===== src/sv/esps_pkg.sv =====
`timescale 1ns / 1ps

package esps_pkg;

    // Register indexes on the configuration channel
    localparam logic [2:0] REG_IMAGE_SIZE     = 3'd0;
    localparam logic [2:0] REG_BORDER_WIDTH   = 3'd1;
    localparam logic [2:0] REG_CFA_MASK       = 3'd2;
    localparam logic [2:0] REG_MAX_NORMAL     = 3'd3;
    localparam logic [2:0] REG_MAX_ALONG      = 3'd4;
    localparam logic [2:0] REG_EDGE_CENTROID  = 3'd5;
    localparam logic [2:0] REG_EDGE_NORMAL    = 3'd6;
    localparam logic [2:0] REG_EDGE_DIRECTION = 3'd7;

    localparam int CFG_IDX_W  = 3;
    localparam int CFG_DATA_W = 64;

    localparam int LIMIT_W = 23;   // distance limits, 1/256 px
    localparam int DIST_W  = 24;   // signed distances, 1/256 px
    localparam int VALUE_W = 16;   // pixel value field
    localparam int DX_W    = 33;   // Q16.16 offset from centroid, signed
    localparam int PROD_W  = 48;   // Q16.16 x Q2.14 product, signed
    localparam int SUM_W   = 49;   // sum of two products
    localparam int RND_W   = 27;   // rounded magnitude, 1/256 px

    localparam logic [3:0] CFA_RESET = 4'hF;

    typedef struct packed {
        logic        [15:0]        cols;
        logic        [15:0]        rows;
        logic        [15:0]        border;
        logic        [3:0]         cfa;
        logic        [LIMIT_W-1:0] max_normal;
        logic        [LIMIT_W-1:0] max_along;
        logic        [31:0]        cx;
        logic        [31:0]        cy;
        logic signed [15:0]        nx;
        logic signed [15:0]        ny;
        logic signed [15:0]        ux;
        logic signed [15:0]        uy;
    } esps_cfg_t;

    // Pixel after selection and multiplication, waiting for the final stage
    typedef struct packed {
        logic                     sel;
        logic                     last;
        logic        [VALUE_W-1:0] value;
        logic signed [PROD_W-1:0] pnx;
        logic signed [PROD_W-1:0] pny;
        logic signed [PROD_W-1:0] pax;
        logic signed [PROD_W-1:0] pay;
    } esps_prod_t;

endpackage


===== src/sv/esps_cfg.sv =====
`timescale 1ns / 1ps

module esps_cfg
    import esps_pkg::*;
(
    input  logic                  aclk,
    input  logic                  aresetn,
    input  logic                  cfg_valid,
    output logic                  cfg_ready,
    input  logic [CFG_IDX_W-1:0]  cfg_index,
    input  logic [CFG_DATA_W-1:0] cfg_data,
    output esps_cfg_t             cfg
);

    esps_cfg_t cfg_reg;

    assign cfg_ready = 1'b1;
    assign cfg       = cfg_reg;

    always_ff @(posedge aclk) begin
        if (!aresetn) begin
            cfg_reg     <= '0;
            cfg_reg.cfa <= CFA_RESET;
        end else if (cfg_valid) begin
            unique case (cfg_index)
                REG_IMAGE_SIZE: begin
                    cfg_reg.cols <= cfg_data[15:0];
                    cfg_reg.rows <= cfg_data[31:16];
                end
                REG_BORDER_WIDTH:  cfg_reg.border     <= cfg_data[15:0];
                REG_CFA_MASK:      cfg_reg.cfa        <= cfg_data[3:0];
                REG_MAX_NORMAL:    cfg_reg.max_normal <= cfg_data[LIMIT_W-1:0];
                REG_MAX_ALONG:     cfg_reg.max_along  <= cfg_data[LIMIT_W-1:0];
                REG_EDGE_CENTROID: begin
                    cfg_reg.cx <= cfg_data[31:0];
                    cfg_reg.cy <= cfg_data[63:32];
                end
                REG_EDGE_NORMAL: begin
                    cfg_reg.nx <= $signed(cfg_data[15:0]);
                    cfg_reg.ny <= $signed(cfg_data[31:16]);
                end
                REG_EDGE_DIRECTION: begin
                    cfg_reg.ux <= $signed(cfg_data[15:0]);
                    cfg_reg.uy <= $signed(cfg_data[31:16]);
                end
                default: ;
            endcase
        end
    end

endmodule


===== config.mk =====
export PLATFORM = sky130hd
export DESIGN_NAME = esps_cfg
export DESIGN_NICKNAME = d
export VERILOG_FILES = /design/src/sv/esps_pkg.sv /design/src/sv/esps_cfg.sv
export SDC_FILE = /design/constraint.sdc
export NUM_CORES = 1
export LEC_CHECK = 0
export BUFFER_PORTS_ARGS = -buffer_cell sky130_fd_sc_hd__buf_2
export CELL_PAD_IN_SITES_DETAIL_PLACEMENT = 1
export CELL_PAD_IN_SITES_GLOBAL_PLACEMENT = 1
export CORE_ASPECT_RATIO = 1.2
export CORE_MARGIN = 5
export CORE_UTILIZATION = 25
export DETAILED_ROUTE_END_ITERATION = 8
export HOLD_SLACK_MARGIN = 0.08
export PLACE_DENSITY_LB_ADDON = 0.25
export SKIP_CTS_REPAIR_TIMING = 1
export SYNTH_ARGS = -nofsm -noshare
export SYNTH_HDL_FRONTEND = slang
export SYNTH_SLANG_ARGS = --single-unit

===== constraint.sdc =====
create_clock -name aclk -period 2.88 [get_ports aclk]
set_input_delay 0.432 -clock aclk [delete_from_list [all_inputs] [get_ports aclk]]
set_output_delay 0.432 -clock aclk [all_outputs]
set_load 0.05 [all_outputs]

==> results.yml <==
global_routing:
  grt.met2_usage_pct: 24.3
  gr-total-overflow: 0
  grt_pass1_vias: 6945
  met1_usage_pct: 17.3
  antenna_found_initial: 1
  grt_use_met3_pct: 5.33
  grt_pass1_wl_mm: 41.9
  grt_max_degree: 80
  busiest_layer: "met2"
  grt_usage_pct: 14.3
power:
  vdd_drop_max_v: 0.000358
  leakagePower_uw: 0.00599
  power_density_mw_per_mm2: 671
  total_power_uw: 7480
route:
  vias: 6568
  drc: 0
  wl_per_cell_um: 17.6
  first_pass_iters: 4
  postRouteWirelength_mm: 27.5
  antenna_left: 0
  drtIter0Drc: 264
  routed_via_density: 4.20
worst_setup_path:
  max_stage_delay_ps: 350
  cp_top_family: "flip-flops"
  r2r_start: "cfg[145]"
  crit_path_start: "cfg[73]"
  r2r_slack_ps: 2230
  cpMaxStageDelayCell: "dfxtp_1"
  end_kind: "output pin"
  path_buf_inv: 1
  endpoint: "cfg[73]"
  crit_type: "register to output pin"
  r2r_cells: 2
  worstPathMaxFanout: 2
  start_kind: "register"
  crit_arrival_ps: 1170
  required_ps: 2450
  reg2reg_to: "cfg[145]"
  path_cells: "buf_2"
  critical_path_cell_count: 1
run_status:
  status: "completed"
final_layout:
  final_common_cell: "buf_2"
  syn_to_final_growth_pct: 33.4
  drive_gt1_share_pct: 32.1
  post-route-util_pct: 33.7
  finalNetCount: 1162
  num_antenna_cells: 0
  largest_reg_flops: 226
  mostFrequentLayoutCells: "buf_2 (294), nand2_1 (286), mux2i_1 (226), dfxtp_1 (226), clkbuf_16 (27)"
synth:
  ys_seq_elements: 226
  synthCells: 817
  yosysWarnings: 0
  synth_nets: 887
  synth_cell_types: 17
  netlist_area_mm2: 0.00835
  synth.avg_cell_area_um2: 10.2
  yosysSeqAreaShare_pct: 54.2
sta:
  skew_ps: 0
  setup_viol: 0
  tns_ps: 0
  maxSlewHeadroom_pct: 51.3
  rsz0062_at_grt: "no"
  report.final.slew_viol_count: 0
  post-route-period-util_pct: 55.8
  fmax_mhz: 623
  hold_violations: 0
  worst_pin_slew_ps: 731
  period_minus_slack_ps: 1610
clock_network:
  cts_sinks: 226
  clock_latency_ps: 530
  h-tree-depth: 1
  tritoncts: "built"
  clk_pin_slew_ps: 60
  cts_buffer_depth: 3
  clockRootBuffer: "clkbuf_16"
  cts_buffers: 26
die:
  rows: 73
  start_util_pct: 25.3
  die-height_um: 210
  die_w_um: 177
  dieArea_mm2: 0.0372
  core_area_mm2: 0.0331
  ios: 297
placed_design:
  hpwl_mm: 18.7
  routabilityCongestion: 0.700
  io_buffers: 295
run:
  max_cap_violations: 0
min_path:
  hp-class: "primary input to register"
==> cells in the mapped netlist <==
cell / number / area (um2)
nand2_1: 286 / 1070
dfxtp_1: 226 / 4520
mux2i_1: 226 / 2260
clkbuf_1: 26 / 97.6
buf_2: 16 / 80.1
buf_4: 11 / 82.6
nor2b_1: 8 / 50.1
buf_6: 6 / 67.6
buf_1: 3 / 11.3
nand4b_1: 2 / 17.5
and4bb_2: 1 / 12.5
conb_1: 1 / 3.75
nand4_1: 1 / 6.26
nand4b_2: 1 / 15.0
nand4bb_1: 1 / 11.3
nor4b_4: 1 / 23.8
nor4bb_1: 1 / 10.0
==> worst min path at each step <==
| stage | from | end | slack, ps | depth (start not counted) |
|---|---|---|---|---|
| floorplan | cfg_data[32] | cfg[64] | 570 | 2 |
| finish | cfg_data[42] | cfg[74] | 140 | 3 |
| CTS | cfg_data[37] | cfg[69] | 110 | 3 |
| detailed placement | cfg[225] | cfg[225] | 450 | 2 |
| global placement | cfg[215] | cfg[215] | 440 | 2 |
| global route | cfg_data[37] | cfg[69] | 130 | 3 |
==> final cells by class <==
| cell class | instances | area, um2 |
|---|---|---|
| sequential | 226 | 4520 |
| tap | 450 | 563 |
| timing repair buffer | 309 | 1620 |
| fill | 3895 | 21900 |
| clock buffer | 34 | 732 |
| clock inverter | 14 | 200 |
| multi-input combinational | 529 | 3500 |
==> worst register-to-register path: cells and delay by family, from the launching register on <==
family	cells	cell delay, ps
simple gates	1	60
mux	1	150
flops	1	360
==> per-stage QoR <==
step                      area (um2)  setup slack (ps)  hold slack (ps)  std cells
after floorplan                 8350              1440              571        817
after global placement         10200              1080              440       1514
after detailed placement       10200              1030              448       1514
after CTS                      11100              1240              109       1562
after global routing           11100              1220              128       1562
final                          11100              1270              142       1562
==> report_power, final <==
| group | switching (uW) | total (uW) | internal, uW |
|---|---|---|---|
| Combinational | 498 | 672 | 174 |
| Clock | 1340 | 3570 | 2240 |
| Sequential | 35.1 | 3230 | 3200 |
==> routing by layer <==
| metal | share of wire (%) | up-vias | wire length [um] |
|---|---|---|---|
| met1 | 42 | 3110 | 11500 |
| met4 | 1.3 | 2 | 357 |
| met3 | 8.9 | 24 | 2460 |
| met2 | 48 | 204 | 13200 |
| li1 | - | 3228 | - |
| met5 | 0.047 | - | 13 |
==> cells by family after synthesis <==
group,after synthesis,synth area share (%)
simple gates,302,14.6
mux,226,27.1
flops,226,54.2
buf+inv,62,4.06
other cells,1,0.0449
No activity file was read; power rests on OpenSTA's default activity.
