===== src/sv/esps_pkg.sv =====
`timescale 1ns / 1ps

package esps_pkg;

    // Register indexes on the configuration channel
    localparam logic [2:0] REG_IMAGE_SIZE     = 3'd0;
    localparam logic [2:0] REG_BORDER_WIDTH   = 3'd1;
    localparam logic [2:0] REG_CFA_MASK       = 3'd2;
    localparam logic [2:0] REG_MAX_NORMAL     = 3'd3;
    localparam logic [2:0] REG_MAX_ALONG      = 3'd4;
    localparam logic [2:0] REG_EDGE_CENTROID  = 3'd5;
    localparam logic [2:0] REG_EDGE_NORMAL    = 3'd6;
    localparam logic [2:0] REG_EDGE_DIRECTION = 3'd7;

    localparam int CFG_IDX_W  = 3;
    localparam int CFG_DATA_W = 64;

    localparam int LIMIT_W = 23;   // distance limits, 1/256 px
    localparam int DIST_W  = 24;   // signed distances, 1/256 px
    localparam int VALUE_W = 16;   // pixel value field
    localparam int DX_W    = 33;   // Q16.16 offset from centroid, signed
    localparam int PROD_W  = 48;   // Q16.16 x Q2.14 product, signed
    localparam int SUM_W   = 49;   // sum of two products
    localparam int RND_W   = 27;   // rounded magnitude, 1/256 px

    localparam logic [3:0] CFA_RESET = 4'hF;

    typedef struct packed {
        logic        [15:0]        cols;
        logic        [15:0]        rows;
        logic        [15:0]        border;
        logic        [3:0]         cfa;
        logic        [LIMIT_W-1:0] max_normal;
        logic        [LIMIT_W-1:0] max_along;
        logic        [31:0]        cx;
        logic        [31:0]        cy;
        logic signed [15:0]        nx;
        logic signed [15:0]        ny;
        logic signed [15:0]        ux;
        logic signed [15:0]        uy;
    } esps_cfg_t;

    // Pixel after selection and multiplication, waiting for the final stage
    typedef struct packed {
        logic                     sel;
        logic                     last;
        logic        [VALUE_W-1:0] value;
        logic signed [PROD_W-1:0] pnx;
        logic signed [PROD_W-1:0] pny;
        logic signed [PROD_W-1:0] pax;
        logic signed [PROD_W-1:0] pay;
    } esps_prod_t;

endpackage


===== src/sv/esps_emit.sv =====
`timescale 1ns / 1ps

module esps_emit
    import esps_pkg::*;
(
    input  logic                aclk,
    input  logic                aresetn,
    input  esps_cfg_t           cfg,
    input  logic                prod_valid,
    output logic                prod_ready,
    input  esps_prod_t          prod,
    output logic                out_valid,
    input  logic                out_ready,
    output logic                out_sample_valid,
    output logic [DIST_W-1:0]   out_sample_dist,
    output logic [VALUE_W-1:0]  out_sample_value,
    output logic                out_region_done,
    output logic [DIST_W-1:0]   out_region_span
);

    localparam logic signed [DIST_W-1:0] DIST_POS_MAX = {1'b0, {(DIST_W-1){1'b1}}};
    localparam logic signed [DIST_W-1:0] DIST_NEG_MAX = {1'b1, {(DIST_W-1){1'b0}}};

    logic                       out_valid_reg;
    logic                       sample_valid_reg;
    logic [DIST_W-1:0]          sample_dist_reg;
    logic [VALUE_W-1:0]         sample_value_reg;
    logic                       region_done_reg;
    logic [DIST_W-1:0]          region_span_reg;

    logic signed [DIST_W-1:0]   along_min_reg, along_min_next;
    logic signed [DIST_W-1:0]   along_max_reg, along_max_next;
    logic                       any_kept_reg, any_kept_next;

    logic                       take;
    logic signed [SUM_W-1:0]    nsum, asum;
    logic                       nneg, aneg;
    logic [SUM_W-1:0]           nmag, amag;
    logic [RND_W-1:0]           nrnd, arnd;
    logic                       kept;
    logic signed [DIST_W-1:0]   perp, along;
    logic signed [DIST_W-1:0]   upd_min, upd_max;
    logic signed [DIST_W:0]     span;
    logic                       emit;

    assign take       = prod_valid && (!out_valid_reg || out_ready);
    assign prod_ready = !out_valid_reg || out_ready;

    // Round Q30 sums to 1/256 px, ties away from zero
    assign nsum = SUM_W'(prod.pnx) + SUM_W'(prod.pny);
    assign asum = SUM_W'(prod.pax) + SUM_W'(prod.pay);
    assign nneg = nsum[SUM_W-1];
    assign aneg = asum[SUM_W-1];
    assign nmag = nneg ? SUM_W'(-nsum) : SUM_W'(nsum);
    assign amag = aneg ? SUM_W'(-asum) : SUM_W'(asum);
    assign nrnd = RND_W'((nmag + (SUM_W'(1) << 21)) >> 22);
    assign arnd = RND_W'((amag + (SUM_W'(1) << 21)) >> 22);

    assign kept = prod.sel && (nrnd < RND_W'(cfg.max_normal)) &&
                  (arnd < RND_W'(cfg.max_along));

    // A kept distance is below a 23-bit limit, so it always fits the field
    assign perp  = nneg ? -$signed(DIST_W'(nrnd)) : $signed(DIST_W'(nrnd));
    assign along = aneg ? -$signed(DIST_W'(arnd)) : $signed(DIST_W'(arnd));

    assign upd_min = (kept && along < along_min_reg) ? along : along_min_reg;
    assign upd_max = (kept && along > along_max_reg) ? along : along_max_reg;
    assign span    = (DIST_W+1)'(upd_max) - (DIST_W+1)'(upd_min);
    assign emit    = kept || prod.last;

    always_comb begin
        if (prod.last) begin
            along_min_next = DIST_POS_MAX;
            along_max_next = DIST_NEG_MAX;
            any_kept_next  = 1'b0;
        end else begin
            along_min_next = upd_min;
            along_max_next = upd_max;
            any_kept_next  = any_kept_reg || kept;
        end
    end

    always_ff @(posedge aclk) begin
        if (!aresetn) begin
            along_min_reg <= DIST_POS_MAX;
            along_max_reg <= DIST_NEG_MAX;
            any_kept_reg  <= 1'b0;
        end else if (take) begin
            along_min_reg <= along_min_next;
            along_max_reg <= along_max_next;
            any_kept_reg  <= any_kept_next;
        end
    end

    always_ff @(posedge aclk) begin
        if (!aresetn) begin
            out_valid_reg <= 1'b0;
        end else if (take) begin
            out_valid_reg <= emit;
        end else if (out_ready) begin
            out_valid_reg <= 1'b0;
        end
    end

    always_ff @(posedge aclk) begin
        if (take && emit) begin
            sample_valid_reg <= kept;
            sample_dist_reg  <= kept ? perp : '0;
            sample_value_reg <= kept ? prod.value : '0;
            region_done_reg  <= prod.last;
            region_span_reg  <= (prod.last && (any_kept_reg || kept)) ?
                                DIST_W'(span) : '0;
        end
    end

    assign out_valid        = out_valid_reg;
    assign out_sample_valid = sample_valid_reg;
    assign out_sample_dist  = sample_dist_reg;
    assign out_sample_value = sample_value_reg;
    assign out_region_done  = region_done_reg;
    assign out_region_span  = region_span_reg;

endmodule


===== config.mk =====
export PLATFORM = sky130hd
export DESIGN_NAME = esps_emit
export DESIGN_NICKNAME = d
export VERILOG_FILES = /design/src/sv/esps_pkg.sv /design/src/sv/esps_emit.sv
export SDC_FILE = /design/constraint.sdc
export NUM_CORES = 1
export LEC_CHECK = 0
export ABC_AREA = 1
export BUFFER_PORTS_ARGS = -buffer_cell sky130_fd_sc_hd__clkbuf_2
export CAP_MARGIN = 20
export CELL_PAD_IN_SITES_DETAIL_PLACEMENT = 0
export CELL_PAD_IN_SITES_GLOBAL_PLACEMENT = 2
export CORE_MARGIN = 1.5
export CORE_UTILIZATION = 30
export DETAILED_ROUTE_END_ITERATION = 7
export PLACE_DENSITY = 0.92
export SETUP_SLACK_MARGIN = 0.15
export SYNTH_ARGS = -nofsm -noshare
export SYNTH_HDL_FRONTEND = slang
export SYNTH_SLANG_ARGS = --single-unit

===== constraint.sdc =====
create_clock -name aclk -period 36 [get_ports aclk]
set_input_delay 10.8 -clock aclk [delete_from_list [all_inputs] [get_ports aclk]]
set_output_delay 10.8 -clock aclk [all_outputs]
set_load 0.05 [all_outputs]

==> impl_results.md, run 1 <==
- Status: finished clean
- Post-CTS Setup Bufs: 0
- CP Launch Type: primary input
- H-tree levels: 4
- DIE AREA: roughly 0.075 mm2
- Hold Crit Class: reg -> reg
- Syn Nets: between 4000 and 5000
- Worst endpoint data arrival time: around 11 ns
- PD cells: between 30 and 40 mW/mm2
- Placed Instances: 5172
- Post-CTS Resized: 0
- Final TNS setup: 0 ns
- Hold_buf cts: 0
- CP delay by family, top: buffers and inverters
- Clock Skew: 0.0137 ns
- Distinct cells, synth: between 50 and 60
- Tcrit/Tclk final: 61.4%
- Peak Freq: around 45 MHz
- Max-slew headroom: around a quarter
- Register area share after synthesis: a little over an eighth
- FF+latch count, synth: around 120
- Worst Max-Slew Pin Slew: roughly 1.1 ns
- Synth area leaders: nand2_1, ha_1, inv_1
- Starting density of the core: 30.5%
- First-pass GRT wire length: around 120000 um
- Slew Limit Fails: 0
- Cell row count: 98
- Core Util, Final: 35.0%
- P&R area growth vs syn: 14.8%
- Sequential cell area: between 0.002 and 0.003 mm2
- Number of nets in the layout: 4897
- Io pins: between 500 and 600
- Mapped Area: between 0.02 and 0.025 mm2
- Synth top area share: about a quarter
- Final Non-Filler Cells: between 5000 and 6000
- Crit end category: output pin
- CP max-delay cell: clkbuf_2
- HPWL Detailed: about 69000 um
- Die width: roughly 270 um
- # diodes: 0
- Initial antenna violation count: 0
- Worst vdd ir: between 30 and 40 uV
- Clock transition at path regs: ~0.060 ns
- Iter 0 DRT Violations: 1435
- WL final: a little under 80000 um
- Top cell type by total area after synthesis: nand2_1
- Required @ worst endpoint: between 20 and 30 ns
- Via-to-Cell Ratio: approximately 4.7
- Worst Path Buf+Inv: 3
- Ys async rst share: 0%
- GRT Overall Usage: a little over a fifth
- Core box area: 0.0719 mm2
- Fin crit period: 22.09 ns
- Synth warn: 0
- Final Hold Fails: 0
- Routability Congestion: 0.934
- Leak: ~14 nW
- Quantity of I/O buffers inserted on ports: approximately 330
- Gr ovfl total: 0
- Vias: approximately 24000
- Max incr delay on CP: just under 0.3 ns
- Number of global-route vias before repair: ~23000
- Clk buf depth: 2
- Routed Antenna Nets: 0
- CTS Sinks: approximately 120
- Final setup fails: 0
- CTS tree: built
- Mean Syn Cell Area: 5.57 um2
- CTS Buf Count: 17
- Area of the multi-input gates: around 0.016 mm2
- Setup CP Type: in -> out
- Ys flop type: edfxtp_1
- Maximum number of pins on one net before global-route repair: between 70 and 80
- Share of post-route cells with drive strength above 1: between 10% and 20%
- Most common cell in the netlist: nand2_1
- Worst-path cell chain: clkbuf_2, inv_1, nand2_1, clkbuf_2
- Gate Count Post-Synth: 3931
- Total design power: ~870 uW
- Clock insertion delay at the later pin of the skew report: 0.44 ns
- # Max-Cap Violations: 0
- Die H: roughly 270 um
- Post-synth EDFFs: 66
- Crit-path most repeated cell: clkbuf_2
- Drt drc: 0
- Critical-path maximum fanout: 3
- First-pass DRT Iterations: 6
- CTS root buf: clkbuf_16
- WHS: approximately 0.47 ns
- Synth top cells by count: nand2_1, inv_1, nor2_1, nand3_1, ha_1
- Fill cells: about 8400
- Wire length per cell: ~15 um
- Unrepaired setup endpoints after global routing: false
worst register-to-register path: cells and delay by family, from the launching register on:
kind / cells / cell delay (ns)
AO/OA/AOI/OAI: 15 / 2.82
adder cells (fa/ha/maj): 2 / 0.64
buffers and inverters: 7 / 0.51
flip-flops: 1 / 0.30
AND/OR/NAND/NOR: 23 / 2.74
layout by cell type (no fill, tap or decap), drive strengths merged, types with 4 or more instances in the layout:
cell	Yosys	final
nand3b	40	40
nor2	465	465
o21bai	11	11
nand3	275	275
xor2	60	60
nor3	41	41
nor3b	4	4
clkbuf	15	348
o211ai	10	10
o21a	7	7
xnor2	23	23
o21ai	144	144
a211oi	11	11
edfxtp	66	66
nand4	78	78
ha	213	213
or2	4	4
nand2	1450	1450
buf	28	7
a21o	8	8
dfxtp	50	50
a31oi	5	5
a21oi	211	211
inv	686	689
clkinv	3	9
cell families (layout without fill, tap and decap cells):
| family | count (synthesis) | after routing | share of synthesized area, % |
|---|---|---|---|
| AND/OR/NAND/NOR | 2369 | 2369 | 46.4 |
| buffers and inverters | 732 | 1055 | 13.0 |
| AO/OA/AOI/OAI | 415 | 415 | 10.9 |
| adder cells (fa/ha/maj) | 216 | 216 | 12.5 |
| flip-flops | 116 | 116 | 13.6 |
| XOR/XNOR | 83 | 83 | 3.51 |
metrics by stage:
stage	worst slack, ns	instance area (um2)
finish	13.91	25100
global route	12.90	25100
CTS	13.90	25100
detailed placement	13.79	24500
global placement	13.78	24500
floorplan	14.02	21900
layer usage:
layer  GRT usage [%]  up-vias  wire length [um]  part of all wire [%]
met3            1.91       60              3320                   4.2
li1                -    13074                 -                     -
met2            33.8      501             34600                    44
met1            29.7    10761             39900                    50
met5               0        -                 0                     0
met4            4.75        0              1390                   1.8
report_power, final:
| group | leakage [nW] | internal (mW) | switching, mW |
|---|---|---|---|
| Combinational | 12.4 | 0.170 | 0.381 |
| Sequential | 1.02 | 0.145 | 0.00153 |
| Clock | 0.302 | 0.110 | 0.0648 |
layout make-up:
class,instances,area share [%]
Clock buffer,21,1.92
Timing Repair Buffer,334,6.72
Sequential cell,116,11.9
Multi-Input combinational cell,3083,64.0
Inverter,689,10.3
Clock inverter,11,0.483
Tap cell,950,4.73
worst paths after layout:
path	startpoint	endpoint	slack (ns)	depth (start not counted)
setup / recovery	out_ready	prod_ready	13.91	4
hold reg to reg	along_max_reg[5]	along_max_reg[5]	0.47	2
hold / removal	along_max_reg[5]	along_max_reg[5]	0.47	2
setup reg to reg	along_min_reg[1]	out_region_span[23]	28.79	47
Note: power is estimated with default switching activity, not from simulation.
==> inputs of run 2 (changes only) <==
--- a/config.mk
+++ b/config.mk
@@ -5,7 +5,7 @@
 export SDC_FILE = /design/constraint.sdc
 export NUM_CORES = 1
 export LEC_CHECK = 0
-export ABC_AREA = 1
+export ABC_AREA = 0
 export BUFFER_PORTS_ARGS = -buffer_cell sky130_fd_sc_hd__clkbuf_2
 export CAP_MARGIN = 20
 export CELL_PAD_IN_SITES_DETAIL_PLACEMENT = 0
@@ -13,7 +13,7 @@
 export CORE_MARGIN = 1.5
 export CORE_UTILIZATION = 30
 export DETAILED_ROUTE_END_ITERATION = 7
-export PLACE_DENSITY = 0.92
+export PLACE_DENSITY = 0.86
 export SETUP_SLACK_MARGIN = 0.15
 export SYNTH_ARGS = -nofsm -noshare
 export SYNTH_HDL_FRONTEND = slang
==> constraint.sdc (replaced) <==
create_clock -name aclk -period 21.9 [get_ports aclk]
set_input_delay 6.57 -clock aclk [delete_from_list [all_inputs] [get_ports aclk]]
set_output_delay 6.57 -clock aclk [all_outputs]
set_load 0.05 [all_outputs]
==> run 2 against run 1 <==
Compared with the run above: area after synthesis decreased by 16%; final cell count decreased by 33%; clock power increased by 53%.
==> impl_results.md, run 2 <==
- Placed Area: 0.0207 mm2 (was 0.0245 mm2)
- PD cells: 63.7 mW/mm2 (was 34.7 mW/mm2)
- Worst Max-Slew Pin Slew: 1.09 ns (was 1.10 ns)
- Initial antenna violation count: 0 (unchanged)
- Register area share after synthesis: 16.2% (was 13.6%)
- Ys async rst share: 0% (unchanged)
- Core box area: 0.0605 mm2 (was 0.0719 mm2)
- Cell depth of the worst setup path: 58 (was 4)
- Synth warn: 0 (unchanged)
- CTS Sinks: 116 (unchanged)
- DRT met1 WL: 33500 um (was 39900 um)
- CTS Buf Count: 17 (unchanged)
- Net Sw Power: 631 uW (was 448 uW)
- Synth area leaders: ha_1, edfxtp_1, xnor2_1 (was nand2_1, ha_1, inv_1)
- CTS tree: built (unchanged)
- Hold_buf cts: 0 (unchanged)
- Clock power share: 19.8% (was 20.0%)
- Mapped Area: 0.0184 mm2 (was 0.0219 mm2)
- Crit-path most repeated cell: a21oi_1 (was clkbuf_2)
- Cell row count: 90 (was 98)
- Worst Path Buf+Inv: 3 (unchanged)
- CTS root buf: clkbuf_16 (unchanged)
- Top cell type by total area after synthesis: ha_1 (was nand2_1)
- Tcrit/Tclk final: between 80% and 90%
- First-pass GRT wire length: 96900 um (was 122000 um)
- Post-synth EDFFs: 66 (unchanged)
- Logic pwr share: 62.7% (was 63.1%)
- Sw Share: 46.6% (was 51.3%)
- Cell area after layout: 0.0213 mm2 (was 0.0251 mm2)
- Reg2reg setup slack: 14.43 ns (was 28.79 ns)
- Io pins: 508 (unchanged)
- Clock transition at path regs: 0.06 ns (about the same)
- WL final: 61600 um (was 79300 um)
- Fill cells: 6444 (was 8379)
- Final Non-Filler Cells: 3489 (was 5204)
- CP Launch Type: primary input (unchanged)
- Hold Crit Class: reg -> reg (unchanged)
- Mean Syn Cell Area: 7.57 um2 (was 5.57 um2)
- Gr ovfl total: 0 (unchanged)
- R2R cell count: 41 (was 47)
- H-tree levels: 4 (unchanged)
- DR top layer: met4 (unchanged)
- Area of the multi-input gates: 0.0143 mm2 (was 0.0161 mm2)
- P&R area growth vs syn: 15.7% (was 14.8%)
- Share of post-route cells with drive strength above 1: 16.9% (was 13.6%)
- Max-slew headroom: 26.2% (was 26.5%)
- Die width: 251 um (was 273 um)
- Synth top area share: 14.5% (was 24.1%)
- Die H: 251 um (was 273 um)
- HPWL Detailed: 52000 um (was 68800 um)
- Met2 WL: 25000 um (was 34600 um)
- Wire length per cell: 17.6 um (was 15.2 um)
- Iter 0 DRT Violations: 991 (was 1435)
- Critical path endpoint: out_region_span[22] (was prod_ready)
- Ys flop type: edfxtp_1 (unchanged)
- Post-CTS Setup Bufs: 0 (unchanged)
- Critical-path maximum fanout: 40 (was 3)
- # Max-Cap Violations: 0 (unchanged)
- Total design power: 1.36 mW (was 873 uW)
- Maximum number of pins on one net before global-route repair: 67 (was 71)
- Worst r2r dst: out_region_span[22] (was out_region_span[23])
- Clock Skew: 0.00916 ns (was 0.0137 ns)
- Synth top cells by count: ha_1, nor2_1, a21oi_1, nand2_1, inv_1 (was nand2_1, inv_1, nor2_1, nand3_1, ha_1)
- Post-CTS Resized: 0 (unchanged)
- Unrepaired setup endpoints after global routing: false (unchanged)
- FF+latch count, synth: 116 (unchanged)
- Slew Limit Fails: 0 (unchanged)
- Max incr delay on CP: 0.68 ns (was 0.29 ns)
- Worst endpoint data arrival time: 19.69 ns (was 11.29 ns)
- RR Startpoint: along_min_reg[1] (unchanged)
- Cell Int Power: 724 uW (was 425 uW)
- Commonest non-fill, non-tap cells in the layout: clkbuf_2, ha_1, nor2_1 (was nand2_1, inv_1, nor2_1)
- Fin crit period: 19.52 ns
- Worst vdd ir: 50.5 uV (was 31.9 uV)
- Distinct cells, synth: 113 (was 58)
- CP delay by family, top: compound AO/OA/AOI/OAI gates (was buffers and inverters)
- Most common cell after layout, fill and taps aside: clkbuf_2 (was nand2_1)
- CP max-delay cell: nor4_1 (was clkbuf_2)
- Drt drc: 0 (unchanged)
- Most common cell in the netlist: ha_1 (was nand2_1)
- Vias: 18641 (was 24396)
- Via-to-Cell Ratio: 5.34 (was 4.69)
- WL met3: 2600 um (was 3320 um)
- DIE AREA: 0.0628 mm2 (was 0.0746 mm2)
- Required @ worst endpoint: 22.07 ns (was 25.20 ns)
- Sequential cell area: 0.00298 mm2 (unchanged)
- Dpl ws: 1.92 ns (was 13.79 ns)
- Status: finished clean (unchanged)
- Quantity of I/O buffers inserted on ports: 327 (unchanged)
- Final setup fails: 0 (unchanged)
- Leak: 9.22 nW (was 13.7 nW)
- Final TNS setup: 0 ns (unchanged)
- Worst Setup Slack, final: 2.38 ns (was 13.91 ns)
- Starting density of the core: 30.4% (was 30.5%)
- Crit path from: prod[48] (was out_ready)
- Placed Instances: 3455 (was 5172)
- First-pass DRT Iterations: 5 (was 6)
- Peak Freq: 51.2 MHz
- Hold path depth: 2 (unchanged)
- Number of global-route vias before repair: 17544 (was 22788)
- Final Hold Fails: 0 (unchanged)
- GRT Overall Usage: 19.1% (was 20.8%)
- Sequential fraction of design power: 17.6% (was 16.8%)
- Routability Congestion: 0.973 (was 0.934)
- Number of nets in the layout: 3350 (was 4897)
- Clk buf depth: 2 (unchanged)
- Routed Antenna Nets: 0 (unchanged)
- Setup CP Type: in -> reg (was in -> out)
- Clock insertion delay at the later pin of the skew report: 0.42 ns (was 0.44 ns)
- Gate Count Post-Synth: 2429 (was 3931)
- Syn Nets: 3085 (was 4587)
- Crit end category: flop (was output pin)
==> run 2: cell families after synthesis <==
family | Yosys count | share of synthesized area (%)
muxes | 43 | 2.44
adders and majority gates | 217 | 14.9
and+or+nand+nor | 846 | 24.0
AOI/OAI and AO/OA | 738 | 27.0
DFF | 116 | 16.2
buffers and inverters | 270 | 5.86
xor gates and xnor gates | 199 | 9.60
==> run 2: final cells by class <==
| class | count | area share, % |
|---|---|---|
| Inverter | 176 | 3.11 |
| Antenna cell | 1 | 0.0118 |
| Clock buffer | 24 | 2.36 |
| Multi-Input combinational cell | 2043 | 67.4 |
| Clock inverter | 7 | 0.324 |
| Tap cell | 782 | 4.60 |
| Timing Repair Buffer | 340 | 8.14 |
| Sequential cell | 116 | 14.0 |
==> run 2: tightest hold or removal path: cells and delay by family, from the launching register on <==
kind	cells	cell delay [ns]
flip-flops	1	0.35
AO/OA/AOI/OAI	1	0.09
AND/OR/NAND/NOR	1	0.06
==> run 2: worst min path at each step <==
stage | start | end | slack [ns]
final | along_min_reg[0] | along_min_reg[0] | 0.52
after floorplan | along_min_reg[0] | along_min_reg[0] | 0.48
after global placement | along_min_reg[0] | along_min_reg[0] | 0.50
after detailed placement | along_min_reg[4] | along_min_reg[4] | 0.51
after CTS | along_min_reg[10] | along_min_reg[10] | 0.52
after global routing | along_min_reg[11] | along_min_reg[11] | 0.54
==> run 2: layer usage <==
metal  vias up  GRT usage [%]
li1       9492              -
met1      8689           30.1
met2       431           27.7
met3        29           2.11
met4         0           2.93
met5         -              0
==> run 2: power groups by stage <==
stage	Clock [mW]	Sequential, mW	Combinational (mW)
global placement	0	0.242	0.831
finish	0.268	0.238	0.849
detailed placement	0	0.243	0.846
global route	0.284	0.238	0.955
CTS	0.276	0.238	0.850
floorplan	0	0.263	0.607
==> run 2: stage by stage <==
stage               utilization (%)  hold WS, ns
finish                         35.2        0.525
floorplan                         -        0.475
global placement               34.2        0.498
detailed placement             34.2        0.508
global route                   35.2        0.537
CTS                            35.1        0.524
